[config.mk]
export PLATFORM = sky130hd
export DESIGN_NAME = igemm_ram
export DESIGN_NICKNAME = d
export VERILOG_FILES = /design/src/sv/igemm_ram.sv
export SDC_FILE = /design/constraint.sdc
export NUM_CORES = 2
export LEC_CHECK = 0
export BUFFER_PORTS_ARGS = -buffer_cell sky130_fd_sc_hd__buf_2
export CAP_MARGIN = 20
export CORE_MARGIN = 2
export CORE_UTILIZATION = 60
export CTS_CLUSTER_DIAMETER = 120
export DETAILED_ROUTE_END_ITERATION = 7
export PLACE_DENSITY = 0.87
export SLEW_MARGIN = 20
export SYNTH_ARGS = -nofsm -noshare
export SYNTH_HDL_FRONTEND = slang
export SYNTH_SLANG_ARGS = --single-unit
[constraint.sdc]
create_clock -name clk -period 2.4 [get_ports clk]
set_input_delay 0.12 -clock clk [delete_from_list [all_inputs] [get_ports clk]]
set_output_delay 0.12 -clock clk [all_outputs]
set_load 0.005 [all_outputs]
[src/sv/igemm_ram.sv]
// ============================================================================
// igemm_ram: generic single-port-write, single-port-read RAM
// One write and one read per cycle; the read data is registered.
// ============================================================================
module igemm_ram #(
    parameter int WIDTH = 8,
    parameter int DEPTH = 256,
    localparam int AW   = (DEPTH > 1) ? $clog2(DEPTH) : 1
) (
    input  logic             clk,
    input  logic             we,
    input  logic [AW-1:0]    waddr,
    input  logic [WIDTH-1:0] wdata,
    input  logic [AW-1:0]    raddr,
    output logic [WIDTH-1:0] rdata
);

    logic [WIDTH-1:0] mem_reg [DEPTH];
    logic [WIDTH-1:0] rdata_reg;

    // Write port and registered read port.
    always_ff @(posedge clk)
    begin
        if (we)
        begin
            mem_reg[waddr] <= wdata;
        end
        rdata_reg <= mem_reg[raddr];
    end

    assign rdata = rdata_reg;

endmodule

Word-level counts from Yosys, hierarchy flattened
Memory sizes are Yosys's and may differ from the RTL's. A register that Yosys moved wholly into a read port is not among the register bits.
Cells that the tools add are included.

cells by class
  $add $sub $neg = 0
  multiply operators = 0
  div/mod/pow operators = 0
  order comparisons = 0
  eq/ne operators = 0
  shift operators = 0
  mux-type cells = 2
  bitwise logic cells = 0
  reduce and logical (&&, ||, !) cells = 0

operator list
  operator  count
  $mux 1    2

storage, ports and cells
  register bits after elaboration = 0
  bits in latches = 0
  bits in writable memories = 2,048
  ROM bits = 0
  input port bits = 26
  output and inout port bits = 8
  word-level logic and storage cells = 3
  memories = 1

memory list
  memory   words  bits a word  rd ports  clocked after memory_dff  write ports  line  text
  mem_reg  256    8            1         1                         1            18    logic [WIDTH-1:0] mem_reg [DEPTH];

Longest topological paths before layout
  depth after elaboration = 2
  depth in mapped cells = 11
  mapped depth without buffers = 6

Worst setup path before layout
No wires, ideal clock.

  kind = input port to flip-flop
  start point = input raddr[0]
  end point = register rdata_reg[2] (netlist: rdata[2]) (read register of mem_reg)
  library setup time = 0.131 ns
  arrival time = 1.927 ns
  data required time = 2.269 ns
  setup slack = 0.342 ns
  stages on the path = 9
  path buffers = 4
  cell sequence = buf_6 > buf_12 > buf_8 > buf_2 > mux4_2 > a22oi_1 > a21oi_1 > nor4_1 > nor4_2

RTL lines
  element      line  text
  from (decl)  14    input logic [AW-1:0] raddr,
  to (decl)    19    logic [WIDTH-1:0] rdata_reg;

==> summary.md <==
| Metric | Value |
|---|---|
| Status | `finished, violations left` |
| Failing checks | `DRC, setup timing` |
| Post-synthesis cell area | `79,600 µm²` |
| Slew @ Worst Pin | `997 ps` |
| CTS Sinks | `2,056` |
| Seq/Total Area, Yosys | `77.5%` |
| MaxCap Viol Count | `0` |
| DP Wirelength | `136,000 µm` |
| Distinct cells, synth | `55` |
| Root buffer cell | `clkbuf_16` |
| HP Class | `in -> reg` |
| CP Capture Point | `rdata[0]` |
| Final Max Tran Viols | `0` |
| Max FFs per register | `2,048` |
| I/O Buffers | `33` |
| Final hold vios | `0` |
| Worst Path Arrival | `3250 ps` |
| Buffer levels on the longest clock path | `3` |
| Yosys warns | `0` |
| Avg WL per Cell | `39.8 µm` |
| Final WL | `251,000 µm` |
| Relative slew slack | `33.3%` |
| Setup crit start | `mem_reg[119][0]` |
| Reg-to-reg endpoint | `rdata[0]` |
| Synthesized flop and latch total | `2,056` |
| RSZ-0062 raised after global routing | `true` |
| Final hold slack | `74.6 ps` |
| Syn Nets | `3,759` |
| CP max FO | `1` |
| Proportion of layout cells with a drive suffix above 1 | `31.5%` |
| Die Ht | `368 µm` |
| Most common cell after layout, fill and taps aside | `edfxtp_1` |
| Finished Layout Cells | `6,300` |
| First-pass GRT wire length | `351,000 µm` |
| Nets | `4,403` |
| Core area | `131,000 µm²` |
| Hold Path Origin | `waddr[2]` |
| Clock Skew | `62.2 ps` |
| Period minus WS final | `2530 ps` |
| Vias/cell | `7.56` |
| Post-route ant nets | `0` |
| Vias | `47.6k` |
| Async S/R FF share, synth | `0%` |
| Reg-to-Reg Start | `mem_reg[119][0]` |
| Synth Area per Inst | `21.3 µm²` |
| EDFF count, synth | `2,048` |
| Final worst-path cycle share | `105%` |
| Worst supply voltage drop on vdd | `0.000892 V` |
| Ports | `34` |
| Area leader, netlist | `edfxtp_1` |
| DRT iter0 DRCs | `9,882` |
| Full die area | `136,000 µm²` |
| Leading cell types in the layout, fill and taps excluded | `edfxtp_1, buf_4, mux4_2` |
| Largest net degree at the start of global routing | `93` |
| Leak Pwr | `29.9 nW` |
| CP Data Required Time | `3120 ps` |
| Clock Pin Slew Worst Setup and Hold Paths | `80 ps` |
| Synthesis-to-finish area growth | `16.2%` |
| CP max stage delay | `630 ps` |
| Pre-CTS setup slack | `-852 ps` |
| Total track usage | `36.9%` |
| Worst Setup Start Kind | `flop` |
| Share of the synthesized area in the top cell type | `77.3%` |
| R2R cell count | `6` |
| Vias in the first global route | `47.5k` |
| Initial antenna violation count | `19` |
| Clk_lat worst skew | `880 ps` |
| Endpoint type of the worst setup path | `flop` |
| Synth Instances | `3,733` |
| TritonCTS Buffers | `187` |
| Setup slack, reg-to-reg | `-130 ps` |
| DRT Pass-1 Iters | `8` |
| PD cells | `797 nW/µm²` |
| Gr ovfl total | `0` |
| Htree depth | `4` |
| PnR worst setup slack | `-127 ps` |
| Worst path slowest cell | `nor4_4` |
| CP Cell Sequence | `mux4_2 > o22ai_1 > nor3_1 > nor4_4 > buf_4 > nor4_2` |
| # setup viols final | `5` |
| TritonCTS clock tree | `built` |
| Die Width | `368 µm` |
| Worst setup path class | `reg -> reg` |
| Row count | `133` |
| Core Util, Final | `70.3%` |
| Leading register cell type out of synthesis | `edfxtp_1` |
| DRC | `55` |
| Number of setup buffers added after CTS | `0` |
| Dpl cells | `5,933` |
| Synth area leaders | `edfxtp_1, mux4_2, mux2i_1` |
| RePlAce Congestion | `0.909` |
| Fmax | `396 MHz` |
| Initial Utilization | `60.5%` |
[power by group]
| part | total, mW | internal, mW | switching [mW] |
|---|---|---|---|
| registers | 39.7 | 39.6 | 0.101 |
| logic | 4.48 | 1.64 | 2.84 |
| clock network | 29.5 | 15.8 | 13.7 |
[layout make-up]
class	instances	area, µm²
Tap cell	1755	2200
Multi-Input combinational cell	1442	16700
Inverter	2	7.51
Clock buffer	233	4970
Fill cell	6845	39000
Sequential cell	2056	61700
Clock inverter	108	822
Timing Repair Buffer	688	6080
Antenna cell	16	40.0
[through the flow]
stage / TNS [ps] / cell area (µm²) / power, mW
after floorplan: 0 / 79600 / 42.3
after global placement: -3730 / 86300 / 44.2
after detailed placement: -4540 / 86300 / 44.4
after CTS: -64.3 / 92300 / 73.0
after global routing: -306 / 92400 / 74.6
final: -390 / 92400 / 73.7
[logic make-up (layout without fill, tap and decap cells)]
family                 after synthesis  count (layout)  share of synthesized area (%)
AOI/OAI and AO/OA                  385             385                           3.42
and+or+nand+nor                    466             466                           2.63
other                                0              16                              0
buffers and inverters              235            1031                           1.83
DFF                               2056            2056                           77.5
muxes                              591             591                           14.6
[what timing repair did]
item | CTS | global route
setup endpoints to repair | 6 | 8
gates resized for setup | 21 | 15
hold buffers | 10 | 0
endpoints found under the hold margin | 399 | 0
pin swaps | 3 | 4
[worst max-delay path, delay by kind of cell, from the launching register on]
family	cells	cell delay (ps)
AO/OA/AOI/OAI	1	420
buffers and inverters	1	230
flip-flops	1	390
multiplexers	1	500
AND/OR/NAND/NOR	3	850
[synth_stat cells, types with 3 or more instances]
cell	number
a211oi_1	16
a21oi_1	96
a221oi_1	13
a22o_1	8
a22oi_1	133
and2_1	6
buf_1	22
buf_12	8
buf_2	31
buf_4	27
buf_6	21
buf_8	13
clkbuf_1	111
dfxtp_1	8
edfxtp_1	2048
mux2i_1	134
mux4_2	454
nand2_1	33
nand2b_1	8
nand3_1	34
nand4_1	10
nor2_1	282
nor2b_1	31
nor3_1	22
nor4_1	24
nor4_2	3
o211ai_1	10
o21ai_0	10
o221ai_1	46
o22a_1	5
o22ai_1	28
o32ai_1	4
or2_2	4
[layer usage]
metal | global-route usage, % | part of all wire (%) | vias to the layer above
met1 | 44.1 | 28 | 23200
met4 | 24.3 | 9.3 | 24
met2 | 57.2 | 46 | 5795
met5 | 0.107 | 0.066 | -
met3 | 13.0 | 16 | 1595
li1 | - | - | 17000
[how the worst min path moves through the flow]
stage	to	cells past startpoint
CTS	mem_reg[147][7]	3
global route	mem_reg[157][5]	4
floorplan	mem_reg[0][0]	0
finish	mem_reg[173][5]	4
detailed placement	rdata[6]	1
global placement	rdata[6]	1
No activity file was read; power rests on OpenSTA's default activity.
