--- config.mk ---
export PLATFORM = sky130hd
export DESIGN_NAME = igemm_mac
export DESIGN_NICKNAME = d
export VERILOG_FILES = /design/src/sv/igemm_pkg.sv /design/src/sv/igemm_mac.sv
export SDC_FILE = /design/constraint.sdc
export NUM_CORES = 1
export LEC_CHECK = 0
export ABC_AREA = 0
export BUFFER_PORTS_ARGS = -buffer_cell sky130_fd_sc_hd__buf_2
export CAP_MARGIN = 20
export CORE_ASPECT_RATIO = 1.75
export CORE_MARGIN = 2
export CORE_UTILIZATION = 65
export DETAILED_ROUTE_END_ITERATION = 10
export GPL_TIMING_DRIVEN = 0
export PLACE_DENSITY_LB_ADDON = 0.15
export SLEW_MARGIN = 40
export SYNTH_ARGS = -nofsm -noshare
export SYNTH_HDL_FRONTEND = slang
export SYNTH_SLANG_ARGS = --single-unit
--- constraint.sdc ---
create_clock -name clk -period 0.8 [get_ports clk]
set_input_delay 0.12 -clock clk [delete_from_list [all_inputs] [get_ports clk]]
set_output_delay 0.12 -clock clk [all_outputs]
set_load 0.02 [all_outputs]
--- src/sv/igemm_pkg.sv ---
// ============================================================================
// igemm_pkg: shared types and constants of the int8 dense layer
// Operation codes, register map, saturation limits and the bundles that
// travel between the top level and the multiply unit.
// ============================================================================
package igemm_pkg;

    // Most results one row may produce.
    localparam int RESULT_CAP = 8;

    // Operation carried by an input word.
    typedef enum logic [1:0] {
        OP_WEIGHT = 2'd0,
        OP_BIAS   = 2'd1,
        OP_TABLE  = 2'd2,
        OP_ACT    = 2'd3
    } op_t;

    // Register indexes on the configuration port.
    localparam logic [1:0] REG_COLS  = 2'd0;
    localparam logic [1:0] REG_DEPTH = 2'd1;
    localparam logic [1:0] REG_ROWS  = 2'd2;

    // Register reset values.
    localparam logic [3:0]  COLS_RESET  = 4'd8;
    localparam logic [7:0]  DEPTH_RESET = 8'd128;
    localparam logic [15:0] ROWS_RESET  = 16'd8;

    // Saturation limits of the biased sum and the table offset.
    localparam logic signed [32:0] SAT_MAX      = 33'sd127;
    localparam logic signed [32:0] SAT_MIN      = -33'sd128;
    localparam logic [7:0]         TABLE_OFFSET = 8'd128;

    // Four bytes of one activation group or one weight group.
    typedef logic [3:0][7:0] byte4_t;

    // Control of one pass through the multiply unit.
    typedef struct packed {
        logic       valid;
        logic [3:0] lane_en;
    } mac_ctrl_t;

    // Result of the multiply unit.
    typedef struct packed {
        logic               valid;
        logic signed [17:0] sum;
    } mac_out_t;

endpackage

--- src/sv/igemm_mac.sv ---
// ============================================================================
// igemm_mac: four-lane signed byte multiply unit
// Multiplies four activation bytes by four weight bytes, drops the lanes
// that lie past the reduction depth and registers the sum.
// ============================================================================
module igemm_mac (
    input  logic                  clk,
    input  logic                  rst_n,
    input  igemm_pkg::mac_ctrl_t  ctrl,
    input  igemm_pkg::byte4_t     act,
    input  igemm_pkg::byte4_t     wt,
    output igemm_pkg::mac_out_t   result
);
    import igemm_pkg::*;

    logic signed [15:0] prod [4];
    logic signed [17:0] dot;
    logic               valid_reg;
    logic               valid_next;
    logic signed [17:0] sum_reg;

    // One signed product per lane.
    for (genvar gi = 0; gi < 4; gi++)
    begin : g_lane
        assign prod[gi] = $signed(act[gi]) * $signed(wt[gi]);
    end

    // Sum of the enabled lanes; a disabled lane counts as zero.
    always_comb
    begin
        dot = '0;
        for (int i = 0; i < 4; i++)
        begin
            if (ctrl.lane_en[i])
            begin
                dot = dot + 18'(prod[i]);
            end
        end
    end

    assign valid_next = ctrl.valid;

    // Valid flag of the output register.
    always_ff @(posedge clk or negedge rst_n)
    begin
        if (!rst_n)
        begin
            valid_reg <= 1'b0;
        end
        else
        begin
            valid_reg <= valid_next;
        end
    end

    // Sum register.
    always_ff @(posedge clk)
    begin
        sum_reg <= dot;
    end

    assign result.valid = valid_reg;
    assign result.sum   = sum_reg;

endmodule

# Word level (Yosys, flattened, before mapping)

Index checks and enable logic that the tools add are counted.

Register bits: 19
Logic and storage cells: 13
Output and inout bits: 19

Muxes and demuxes: 4
Add/subtract/negate cells: 3
Multipliers: 4

Operators by type and width:

| operator       | count |
|---|---|
| $mux 18        | 4 |
| $mul 8x8->16   | 4 |
| $add 18x16->18 | 3 |

# Longest topological paths before layout

Gate-level depths: netlist (run 1).

Depth in word-level cells: 8
Mapped depth: 59
Depth with buffers taken out: 59

# Worst setup path after synthesis (run 1)

No wires, ideal clock.

Path kind: in2reg
Start: in wt[2] in the netlist's numbering
End: reg sum_reg[17]
Arrival: 14374 ps
Setup slack: -13703 ps
Path buffers: 0
Cell stages on the path: 55
Setup time: 129 ps
Cells stage by stage: and2_1 -> fa_1 -> inv_1 -> fa_1 -> inv_1 -> fa_1 -> inv_1 -> fa_1 -> inv_1 -> ha_1 -> o21ai_0 -> nor2_1 -> o21ai_0 -> a221oi_1 -> inv_1 -> fa_1 -> fa_1 -> fa_1 -> (+19 left out) -> a22o_1 -> a311oi_2 -> xor2_1 -> mux2_2 -> fa_1 -> fa_1 -> fa_1 -> inv_1 -> fa_1 -> ha_1 -> ha_1 -> or2_2 -> a21oi_1 -> a21oi_1 -> a31oi_1 -> xnor2_1 -> nand2_1 -> xnor3_1

Word-level cells in the longest chain between the ends: 8

Ends and longest elaborated chain:

| what                   | line            | source |
|---|---|---|
| start: declaration     | igemm_mac.sv:11 | `input igemm_pkg::byte4_t wt,` |
| $mul 8x8->16 (*)       | igemm_mac.sv:25 | `assign prod[gi] = $signed(act[gi]) * $signed(wt[gi]);` |
| $mux 18 (*)            | igemm_mac.sv:34 | `if (ctrl.lane_en[i])` |
| $add 18x16->18         | igemm_mac.sv:36 | `dot = dot + 18'(prod[i]);` |
| $mux 18 (*)            | igemm_mac.sv:34 |  |
| $add 18x16->18         | igemm_mac.sv:36 |  |
| $mux 18 (*)            | igemm_mac.sv:34 |  |
| $add 18x16->18         | igemm_mac.sv:36 |  |
| $mux 18 (*)            | igemm_mac.sv:34 |  |
| named net dot[17]      | igemm_mac.sv:17 | `logic signed [17:0] dot;` |
| end signal: assignment | igemm_mac.sv:59 | `sum_reg <= dot;` |
| end: declaration       | igemm_mac.sv:20 | `logic signed [17:0] sum_reg;` |

Mark *: on every way through the listed nets, which the timed path passes. The rest lies on a longest branch.

# Final worst setup path (run 1)

Start: in act[7] in the netlist's numbering
End: reg sum_reg[16]

Word-level cells in the longest chain between the ends: 8

Ends and longest elaborated chain:

| what               | line            | source |
|---|---|---|
| start: declaration | igemm_mac.sv:10 | `input igemm_pkg::byte4_t act,` |
| $mul 8x8->16 (*)   | igemm_mac.sv:25 |  |
| $mux 18 (*)        | igemm_mac.sv:34 |  |
| $add 18x16->18     | igemm_mac.sv:36 |  |
| $mux 18 (*)        | igemm_mac.sv:34 |  |
| $add 18x16->18     | igemm_mac.sv:36 |  |
| $mux 18 (*)        | igemm_mac.sv:34 |  |
| $add 18x16->18     | igemm_mac.sv:36 |  |
| $mux 18 (*)        | igemm_mac.sv:34 |  |
| named net dot[16]  | igemm_mac.sv:17 |  |

Marked as above.

==> implementation parameters, run 1 <==
Parameter                              Value

Outcome
  Outcome    finished, violations left
  Violations in the final reports    negative setup slack

Synth
  EDFF count, synth    0
  Share of the yosys chip area belonging to registers    2.94%
  Mapped Cells    1426
  Post-Syn Area    13100 µm²
  Post-synthesis average cell area    between 9 and 10 µm²
  Leading cell types by total area after synthesis    fa_1 (45%), ha_1 (15%), inv_1 (9.8%), and2_1 (6.1%), nand2_1 (4.1%)
  YS warnings    0
  Share of the synthesized area in the top cell type    44.9%
  Number of synthesized register bits    19
  Library cell with the largest summed area after synthesis    fa_1
  Most frequently used flop master after synthesis    dfxtp_1
  Distinct cell type count after synthesis    slightly above 60
  Synthesized net count    1944
  Share of synthesized registers carrying an async set or reset    5.26%

Global route
  Met2 Usage GRT    63.4%
  Global-route wire length before repair    54.4 mm
  Global-route met1 utilization    33.8%
  Busiest grt layer    met2
  Total global-route track usage    31.9%
  Final global-route overflow total    0
  Met3 layer usage reported by global route    about 2.2%
  Vias in the first global route    11500
  Largest net degree at the start of global routing    11
  Initial antenna violation count    0

Drt
  Routed vias    10500
  Via-to-Cell Ratio    roughly 6
  Number of remaining DRC errors    0
  Antenna violation net count after detailed routing    0
  Final routed wirelength across all metal layers    ~36 mm
  Starting DRC count in detailed routing    627
  Post-DR wirelength/cell    20.0 µm
  1st-pass router iterations    5

Layout
  Most frequent cells in the layout    inv_1 (302), fa_1 (285), nand2_1 (129), and2_1 (114), ha_4 (80)
  Antenna Diode Count    0
  Count of nets after finishing    2077
  Flip-flop count of the largest register, all copies and words added    18
  Layout cells sized above 1    26.3%
  Area growth, synth to finish    23.7%
  Most common cell after layout, fill and taps aside    inv_1

Clock tree
  Number of H-tree branching levels    1
  Largest buffer count on any clock path    2
  Root buffer cell    clkbuf_16
  Number of sinks handled by clock tree synthesis    19
  Clock edge transition at the registers on the reported setup and hold paths    0.05 ns
  Clock tree from TritonCTS    done
  Number of buffers created by CTS    3

Timing
  Worst Max-Slew Pin Slew    0.727 ns
  Slew margin rel.    roughly half
  Worst hold slack across all endpoints    around 0.21 ns
  Max frequency    67.8 MHz
  Final critical-path setup slack    -13.96 ns
  Final critical path time including I/O delays and setup    14.76 ns
  Hold violation total from the final report    0
  Total of endpoints with negative setup slack in the final report    37
  Fraction of the cycle the final worst path needs    1840%
  Final max-slew violation count    0
  Setup repair after global routing missed its margin    yes

Place
  HPWL after detailed placement    between 20 and 30 mm
  Routability congestion estimate    0.891
  Number of buffers added on ports    83

Worst setup path
  CP max-delay cell    fa_1
  Kind of cell adding the most delay to the critical path    adder cells
  Worst Path Max Fanout    8
  Cell mode on critical path    fa_1
  Crit path launch type    input port
  Required arrival time at the worst endpoint    about 0.94 ns
  Max incr delay on CP    0.57 ns
  Critical setup path kind    in -> reg
  Combined buffer and inverter count along the critical path    12
  CP Data Arrival Time    around 15 ns
  Kind of end point of the critical path    register

Floorplan
  Horiz. Die Dim    about 110 µm
  Vertical die dimension    192 µm
  Core Box Area    19700 µm²
  FP Rows    68
  I/O pins    90
  Overall die area    21400 µm²
  Initial core utilization    66.5%

Flow run
  MaxCap Viol Count    0

Worst hold path
  Class of the tightest hold or removal check    in -> async
## synthesized netlist by cell type (all sizes together) (4+ instances only)
master	instances
inv	341
fa	294
ha	153
nand2	142
and2	127
nor2	43
xnor2	41
o21ai	40
nand2b	29
a21oi	28
dfxtp	18
xor2	18
clkbuf	17
nor3	16
a21o	15
mux2	13
a211oi	9
a31oi	8
nand3	8
o21bai	7
mux2i	6
nor2b	4
o31ai	4
## per-layer routing
| layer | vias to the layer above | wire length (µm) |
|---|---|---|
| li1 | 4599 | - |
| met5 | - | 0 |
| met3 | 177 | 1510 |
| met1 | 5336 | 11700 |
| met4 | 0 | 2660 |
| met2 | 422 | 20200 |
## logic make-up after synthesis
group | share of synthesized area (%)
adder cells (fa/ha/maj) | 59.5
flip-flops | 2.94
buffers and inverters | 10.4
XOR/XNOR | 4.17
AND/OR/NAND/NOR | 14.8
multiplexers | 1.57
AO/OA/AOI/OAI | 6.70
## stage by stage
stage | util, % | std cells | instance area, µm² | worst slack, ns | TNS, ns
floorplan | - | 1426 | 13700 | -12.81 | -176.83
global placement | 73.2 | 1754 | 14400 | -14.29 | -194.60
detailed placement | 73.2 | 1754 | 14400 | -14.36 | -196.31
CTS | 78.9 | 1790 | 15600 | -13.55 | -188.31
global route | 82.3 | 1803 | 16200 | -14.29 | -195.64
finish | 82.3 | 1803 | 16200 | -13.96 | -190.76
## cell type report
type                            instances  area (µm²)
Multi-Input combinational cell       1045       13000
Fill cell                            1089        3500
Inverter                              342        1290
Timing Repair Buffer                  129        1030
Sequential cell                        19         408
Tap cell                              245         307
Clock buffer                            4        78.8
Buffer                                 19        75.1
## how the worst max path moves through the flow
stage            from          end  slack, ns  depth (start not counted)
5_1_grt        act[7]  sum_reg[16]     -14.29                         56
6_report       act[7]  sum_reg[16]     -13.96                         55
4_1_cts        act[5]  sum_reg[16]     -13.55                         55
3_5_place_dp    wt[2]  sum_reg[17]     -14.36                         51
3_3_place_gp    wt[2]  sum_reg[17]     -14.29                         51
2_1_floorplan   wt[2]  sum_reg[16]     -12.81                         53
## what timing repair did
item,4_1_cts,5_1_grt
hold endpoints to repair,2,0
hold buffers,2,0
endpoints found under the setup margin,37,37
resized for setup,183,120
pin swaps,107,103
buffers inserted,31,15
Power of run 1 is not shown: default switching activity piles up to over one toggle a cycle in this logic, so the estimate is an artifact.
==> run 2, diff against run 1 <==
--- a/config.mk
+++ b/config.mk
@@ -10,7 +10,7 @@
 export CAP_MARGIN = 20
 export CORE_ASPECT_RATIO = 1.75
 export CORE_MARGIN = 2
-export CORE_UTILIZATION = 65
+export CORE_UTILIZATION = 40
 export DETAILED_ROUTE_END_ITERATION = 10
 export GPL_TIMING_DRIVEN = 0
 export PLACE_DENSITY_LB_ADDON = 0.15
==> run 2 against run 1 <==
The run still ends with negative setup slack left; final cell count is 8.4% higher; flip-flop and latch count stayed put; design area is 1.8% lower; die area is 61% higher; via count is 7.0% lower; first-iteration DRC count is 66% lower; non-clock buffer count is 4 lower; sequential share of layout area hardly changed; wire length is 6.8% lower; fmax is 3.1% higher; largest cell class unchanged.
==> implementation parameters, run 2 (synthesis results as in run 1) <==
Parameter                              Value

Outcome
  Outcome    finished, violations left
  Violations in the final reports    negative setup slack

Clock tree
  Number of buffers created by CTS    3 (unchanged)
  Number of H-tree branching levels    1 (unchanged)
  Clock edge transition at the registers on the reported setup and hold paths    0.05 ns (about the same)
  Clock tree from TritonCTS    done
  Root buffer cell    clkbuf_16
  Largest buffer count on any clock path    2 (unchanged)
  Number of sinks handled by clock tree synthesis    19 (unchanged)

Place
  Post-DP Area    14600 µm² (+1.3%)
  Routability congestion estimate    0.810 (-9.1%)
  HPWL after detailed placement    30.2 mm (+15%)
  Number of buffers added on ports    83 (unchanged)

Timing
  Final critical-path setup slack    -13.52 ns (+0.440 ns)
  Worst hold slack across all endpoints    0.170 ns (-0.0411 ns)
  Slew margin rel.    57.8% (+6.3 points)
  Hold violation total from the final report    0 (unchanged)
  Fraction of the cycle the final worst path needs    1790% (-55 points)
  Final critical path time including I/O delays and setup    14.32 ns (-0.440 ns)
  Max frequency    69.8 MHz (+3.1%)
  Total of endpoints with negative setup slack in the final report    37 (unchanged)
  Setup repair after global routing missed its margin    yes
  Final max-slew violation count    0 (unchanged)
  Worst Max-Slew Pin Slew    0.634 ns (-0.0938 ns)

Worst setup path
  Max incr delay on CP    0.60 ns (+0.03 ns)
  CP Data Arrival Time    14.47 ns (-0.43 ns)
  Crit path launch type    input port
  Critical setup path kind    in -> reg
  CP max-delay cell    fa_1
  Worst Path Max Fanout    5 (-3)
  Required arrival time at the worst endpoint    0.96 ns (+0.02 ns)
  Kind of end point of the critical path    register
  Cell mode on critical path    fa_1
  Start point of the critical path    wt[4]

Layout
  Flip-flop count of the largest register, all copies and words added    18 (unchanged)
  Layout cells sized above 1    21.7% (-4.6 points)
  Area growth, synth to finish    21.6%
  Most frequent cells in the layout    inv_1 (327), fa_1 (290), nand2_1 (134), and2_1 (118), ha_1 (92)
  Summed area of non-filler cells in the final layout    16000 µm² (-1.8%)
  Fill cell count    3019 (+180%)
  Count of nets after finishing    2073 (-0.19%)
  Most common cell after layout, fill and taps aside    inv_1
  Antenna Diode Count    0 (unchanged)

Floorplan
  Initial core utilization    40.7% (-26 points)
  Horiz. Die Dim    141 µm (+26%)
  Core Box Area    32200 µm² (+63%)
  Vertical die dimension    244 µm (+27%)
  I/O pins    90 (unchanged)
  FP Rows    87 (+28%)
  Overall die area    34300 µm² (+61%)

Drt
  Number of remaining DRC errors    0 (unchanged)
  Routed vias    9801 (-7.0%)
  1st-pass router iterations    4 (-1)
  Post-DR wirelength/cell    17.2 µm (-14%)
  Antenna violation net count after detailed routing    0 (unchanged)
  Via-to-Cell Ratio    5.02 (-14%)
  Final routed wirelength across all metal layers    33.7 mm (-6.8%)
  Starting DRC count in detailed routing    216 (-66%)

Global route
  Largest net degree at the start of global routing    12 (+1)
  Total global-route track usage    20.4% (-11 points)
  Vias in the first global route    11200 (-2.7%)
  Initial antenna violation count    0 (unchanged)
  Final global-route overflow total    0 (unchanged)
  Global-route wire length before repair    55.5 mm (+2.1%)

Worst hold path
  Class of the tightest hold or removal check    in -> async

Flow run
  MaxCap Viol Count    0 (unchanged)
## run 2: worst max-delay path, delay by kind of cell
| family | cells | cell delay, ns |
|---|---|---|
| compound gates | 12 | 2.09 |
| xor+xnor | 4 | 0.62 |
| fa+ha+maj | 23 | 9.88 |
| buf+inv | 10 | 0.67 |
| mux | 1 | 0.29 |
| simple gates | 7 | 0.78 |
## run 2: timing repair
item / 4_1_cts / 5_1_grt
endpoints found under the setup margin: 37 / 37
pin swaps: 83 / 88
endpoints found under the hold margin: 2 / 0
gates resized for setup: 156 / 48
hold buffers: 2 / 0
setup buffers: 30 / 10
## run 2: through the flow
step           std cells  setup TNS (ns)  worst slack, ns  utilization (%)
2_1_floorplan       1426         -176.83           -12.81                -
3_3_place_gp        1909         -198.42           -14.49             45.4
3_5_place_dp        1909         -199.56           -14.54             45.4
4_1_cts             1944         -189.56           -13.69             48.5
5_1_grt             1954         -195.61           -14.00             49.5
6_report            1954         -188.17           -13.52             49.5
## run 2: layout make-up
cell class / instances / area, µm² / area share (%)
clock inverter: 1 / 5.00 / 0.0314
buffer: 19 / 73.8 / 0.463
sequential: 19 / 407 / 2.55
tap: 400 / 500 / 3.14
timing repair buffer: 125 / 961 / 6.02
clock buffer: 3 / 75.1 / 0.471
inverter: 342 / 1290 / 8.08
multi-input combinational: 1045 / 12600 / 79.2
## run 2: worst max path at each step
stage / to / depth (start not counted)
after floorplan: sum_reg[16] / 53
after global placement: sum_reg[17] / 51
after detailed placement: sum_reg[17] / 51
after CTS: sum_reg[16] / 56
after global routing: sum_reg[16] / 56
final: sum_reg[16] / 57
## run 2: per-layer routing
layer	global-route usage (%)	vias up	wire (µm)
li1	-	4575	-
met1	19.6	5022	11000
met2	45.0	149	21200
met3	0.943	55	503
met4	5.15	0	1000
met5	0	-	0
Power of run 2 is left out for the same reason.
